--- src/design/gld_pkg.sv ---
`timescale 1ns / 1ps
// Shared types and constants of the GIF LZW decoder.
// No dependencies; imported by gld_front, gld_core and the top level.
package gld_pkg;

   localparam int TABLE_DEPTH   = 4096;
   localparam int MAX_CODE_BITS = 12;
   localparam int TBL_AW        = $clog2(TABLE_DEPTH);
   localparam int CNT_W         = TBL_AW + 1;
   localparam int NUM_CSR       = 5;
   localparam int CSR_IDX_W     = 3;
   localparam int CSR_DATA_W    = 16;

   // Register indexes of the configuration port.
   localparam logic [CSR_IDX_W-1:0] CSR_MIN_CODE = 3'd0;
   localparam logic [CSR_IDX_W-1:0] CSR_WIDTH    = 3'd1;
   localparam logic [CSR_IDX_W-1:0] CSR_HEIGHT   = 3'd2;
   localparam logic [CSR_IDX_W-1:0] CSR_PITCH    = 3'd3;
   localparam logic [CSR_IDX_W-1:0] CSR_ILACE    = 3'd4;

   typedef enum logic [2:0] {
      ST_PIXEL = 3'd0,
      ST_NEED  = 3'd1,
      ST_CLEAR = 3'd2,
      ST_ENDED = 3'd3,
      ST_ERROR = 3'd4,
      ST_TAKEN = 3'd5,
      ST_FULL  = 3'd6
   } status_type;

   typedef enum logic {
      OP_PUSH = 1'b0,
      OP_PULL = 1'b1
   } op_type;

   // One classified command handed from the front to the back.
   typedef struct packed {
      op_type     op;
      logic [7:0] data;
   } cmd_type;

endpackage

--- src/design/gld_front.sv ---
`timescale 1ns / 1ps
// Front end: classifies incoming stream items and queues them (2 entries).
// Depends on gld_pkg.
module gld_front (
   input  logic             clock,
   input  logic             reset,
   input  logic             in_valid,
   output logic             in_ready,
   input  logic [15:0]      in_data,
   output logic             cmd_valid,
   output gld_pkg::cmd_type cmd,
   input  logic             cmd_pop
);
   import gld_pkg::*;

   cmd_type    q_ff [2];
   logic       wptr_ff, wptr_in;
   logic       rptr_ff, rptr_in;
   logic [1:0] cnt_ff, cnt_in;
   logic       push;
   cmd_type    item;

   always_comb begin
      item.op   = in_data[0] ? OP_PULL : OP_PUSH;
      item.data = in_data[8:1];
   end

   assign in_ready  = (cnt_ff != 2'd2);
   assign cmd_valid = (cnt_ff != 2'd0);
   assign cmd       = q_ff[rptr_ff];
   assign push      = in_valid && in_ready;

   always_comb begin
      wptr_in = wptr_ff + 1'(push);
      rptr_in = rptr_ff + 1'(cmd_pop);
      cnt_in  = cnt_ff + 2'(push) - 2'(cmd_pop);
   end

   always_ff @(posedge clock) begin
      if (reset) begin
         wptr_ff <= 1'b0;
         rptr_ff <= 1'b0;
         cnt_ff  <= 2'd0;
      end else begin
         wptr_ff <= wptr_in;
         rptr_ff <= rptr_in;
         cnt_ff  <= cnt_in;
      end
   end

   always_ff @(posedge clock) begin
      if (push) begin
         q_ff[wptr_ff] <= item;
      end
   end

endmodule

--- config.mk ---
export PLATFORM = sky130hd
export DESIGN_NAME = gld_front
export DESIGN_NICKNAME = d
export VERILOG_FILES = /design/src/design/gld_pkg.sv /design/src/design/gld_front.sv
export SDC_FILE = /design/constraint.sdc
export NUM_CORES = 1
export LEC_CHECK = 0
export ABC_AREA = 1
export BUFFER_PORTS_ARGS = -buffer_cell sky130_fd_sc_hd__buf_2
export CORE_MARGIN = 1.5
export CORE_UTILIZATION = 25
export CTS_BUF_LIST = sky130_fd_sc_hd__clkbuf_16
export DETAILED_ROUTE_END_ITERATION = 12
export PLACE_DENSITY = 0.57
export RECOVER_POWER = 50
export SYNTH_ARGS = -nofsm -noshare
export SYNTH_HDL_FRONTEND = slang
export SYNTH_SLANG_ARGS = --single-unit
--- constraint.sdc ---
create_clock -name clock -period 2.2 [get_ports clock]
set_clock_uncertainty 0.05 [all_clocks]
set_input_delay 0.33 -clock clock [delete_from_list [all_inputs] [get_ports clock]]
set_output_delay 0.33 -clock clock [all_outputs]
set_load 0.005 [all_outputs]
# After elaboration in Yosys (flattened, before gate mapping)
# Memories as Yosys holds them, arrays and structs flattened. A register that Yosys moved wholly into a read port is not among the register bits.
# Cells that the tools add are included.
# totals
ff_bits	4
ramBits	18
mem_count	1
output_inout_bits	11
# mem_list
memory	words	width	read_ports	rd_clocked_by_memory_dff	wr	line	source
q_ff	2	9	1	1	1	gld_front.sv:16	cmd_type q_ff [2];
# classes
n_eq_ne	1
muxes	4
n_addsub	4
reduce_logical	2
# op_table
op	n
$mux 1	4
$add 1x1->1	2
$add 2x1->2	1
$ne 2x2->1 const B	1
$reduce_bool 2->1	1
$sub 2x1->2	1
$logic_and 1x1->1	1

# Longest topological paths before layout
# depth
word_depth	4
ltp_mapped	11
depth_no_buf	11

# Worst setup path before layout
# No wires, ideal clock.
# synth_path
path_type	flip-flop to flip-flop
startpoint	reg cnt_ff[0]
endpoint	mem q_ff[1][0] (netlist name) (enable)
setup_ns	0.374
required_ns	1.776
path_slack_ns	0.843
arrival_time_ns	0.932
path_stages_with_launch	5
path_cell_list	dfxtp_1 > inv_1 > nand2_2 > nand2_4 > nor2_1
# synth_between
elab_chain_len	4
# synth_rtl
element	line	source
start, declared	gld_front.sv:19	logic [1:0] cnt_ff, cnt_in;
start signal, assigned	gld_front.sv:47	cnt_ff <= cnt_in;
$ne 2x2->1	gld_front.sv:28	assign in_ready = (cnt_ff != 2'd2);
named net in_ready	gld_front.sv:8	output logic in_ready,
$logic_and 1x1->1	gld_front.sv:31	assign push = in_valid && in_ready;
$mux 1	gld_front.sv:52	if (push) begin
$mux 1 (implied by the code)	gld_front.sv:53	q_ff[wptr_ff] <= item;
end, declared	gld_front.sv:16	
# The timed path passes the listed nets, and every way through them passes these cells.

==> results.yml <==
pwr:
  p_leak_nw: 0.450
  p_per_area_mw_per_mm2: 1030
  ir_drop_uv: 481
  finalPower_w: 0.00117
critical_path:
  crit_arrival_ns: 1.38
  cpLargestDelayFamily: "flip-flops"
  worst-path-buf-inv: 1
  cp-start-kind: "flip-flop"
  required_ns: 1.82
  r2r-start: "cnt_ff[0]"
  crit_path_end_kind: "primary output"
  crit_path_cell_trace: "mux2_2, buf_2"
  critPathKind: "reg2out"
  worstPathMaxFanout: 10
  crit_path_start: "rptr_ff"
  slowest_delay_ns: 0.61
  crit_slowest_cell: "dfxtp_1"
timing:
  fmax_ghz: 0.568
  finalSetupTns_ns: 0
  holdWs_ns: 0.219
  final-setup-viol-count: 0
  hold_violations: 0
  worstMarginPinSlew_ns: 0.475
  relSlewSlack_pct: 68.3
  min_period_over_period_pct: 80.0
  period_minus_slack_ns: 1.76
  rsz0062_at_grt: "false"
  slew_viol_final: 0
clocking:
  cts_hold_buf: 0
  cts_resized: 0
  htreeDepth: 1
  post_cts_buffers: 0
  cts.clk_slew.worst_paths_ns: 0.05
  cts_buffer_depth: 2
  tritoncts: "yes"
  cts_made_buffers: 3
  clock_sink_count: 22
  clk-insertion-delay-late_ns: 0.25
  clock-root-buffer: "clkbuf_16"
grt:
  track_usage_pct: 7.89
  grt_pass1_vias: 535
  grt_pass1_wl_um: 2370
  overflow: 0
  grt_max_degree: 14
  antenna_found_initial: 0
synthesis:
  synth_fp_nets: 79
  seq_area_frac_synth_pct: 70.9
  yosys_warnings: 0
  synth_area_um2: 876
  synth_seq_cells: 22
  synth.distinct_cells: 13
  yosys-top-cells-area: "edfxtp_1 (62%), mux2_2 (12%), dfxtp_1 (9.1%), inv_1 (3.0%), ha_1 (2.9%)"
  yosysTopAreaCell: "edfxtp_1"
  synth_top_area_share_pct: 61.7
  synthCells: 57
  syn_area_per_cell_um2: 15.4
cells_and_area:
  nNetsFinal: 107
  final_layout_size_suffix_gt1_share_pct: 41.7
  final_cell_area_mm2: 0.00114
  antenna_cells: 0
  stdcell_count: 130
  areaGrowthSynthToFinish_pct: 29.7
  fill_cells: 353
  layout_common_cells: "buf_2 (18), edfxtp_1 (18), mux2_2 (9)"
min_path:
  hold_class: "in2reg"
  min_from: "in_data[2]"
routing:
  drt_iter0_markers: 6
  wl_per_cell_um: 10.3
  wirelength_um: 1350
  vias: 510
  first_pass_iters: 2
  antenna_left: 0
  drc_errors: 0
  post_drt_via_cell_ratio: 3.92
placed_design:
  numPortBuffers: 23
  place.gp.congestion: 0.630
  dp.cells: 126
  detailed_place.area_mm2: 0.00104
  place_hpwl_um: 998
floorplanning:
  die_w_um: 62.2
  core-area_mm2: 0.00334
  dieArea_mm2: 0.00387
  ioPinCount: 31
  die_h_um: 62.2
  core.rowCount: 21
  start_util_pct: 26.2
run:
  cap_violations: 0
run_status:
  status: "completed"
[cells by family (layout without fill, tap and decap cells)]
kind of cell	Yosys count	in the layout	synth area share, %
AO/OA/AOI/OAI	1	1	1.00
XOR/XNOR	2	2	2.00
adder cells (fa/ha/maj)	2	2	2.86
buffers and inverters	8	35	4.29
flip-flops	22	22	70.9
multiplexers	9	9	11.6
AND/OR/NAND/NOR	13	13	7.43
[routing by layer]
| metal | vias up | part of all wire, % | global-route usage [%] |
|---|---|---|---|
| met5 | - | 0 | 0 |
| met4 | 0 | 0.74 | 2.50 |
| met3 | 2 | 8.0 | 3.62 |
| met2 | 19 | 49 | 13.0 |
| met1 | 241 | 42 | 9.14 |
| li1 | 248 | - | - |
[synth_stat cells, drive strengths merged]
cell type	n
a21oi	1
buf	1
dfxtp	4
edfxtp	18
ha	2
inv	7
mux2	9
nand2	8
nand3	1
nor2	4
xnor2	2
[cell type report]
class / instances / area (um2) / share of cell area [%]
Timing Repair Buffer: 24 / 116 / 10.2
Tap cell: 46 / 57.6 / 5.07
Clock inverter: 1 / 30.0 / 2.64
Inverter: 7 / 26.3 / 2.31
Multi-Input combinational cell: 27 / 210 / 18.5
Sequential cell: 22 / 621 / 54.6
Clock buffer: 3 / 75.1 / 6.61
[final timing paths]
kind	end	slack, ns	cells after the start
setup reg to reg	q_ff[1][1]	0.66	5
setup / recovery	cmd[7]	0.44	2
hold reg to reg	wptr_ff	0.52	3
hold / removal	q_ff[0][1]	0.22	1
[stage by stage]
step                      util, %  worst slack [ns]
after CTS                    34.5             0.406
final                        34.0             0.440
after detailed placement     31.3             0.683
after global routing         34.0             0.369
after global placement       31.3             0.664
after floorplan                 -             0.843
[state kept, by name (all words and copies together), names as in the netlist]
| register | cells |
|---|---|
| rptr_ff | 1 |
| q_ff | 18 |
| wptr_ff | 1 |
| cnt_ff | 2 |
[report_power, final]
part           total (W)  leakage (nW)  switching [W]  internal [W]
sequential      0.000520         0.201      0.0000192      0.000501
combinational   0.000154         0.198      0.0000786     0.0000754
clock           0.000494        0.0511       0.000134      0.000361
total            0.00117         0.450       0.000231      0.000937
No activity file was read; power rests on OpenSTA's default activity.
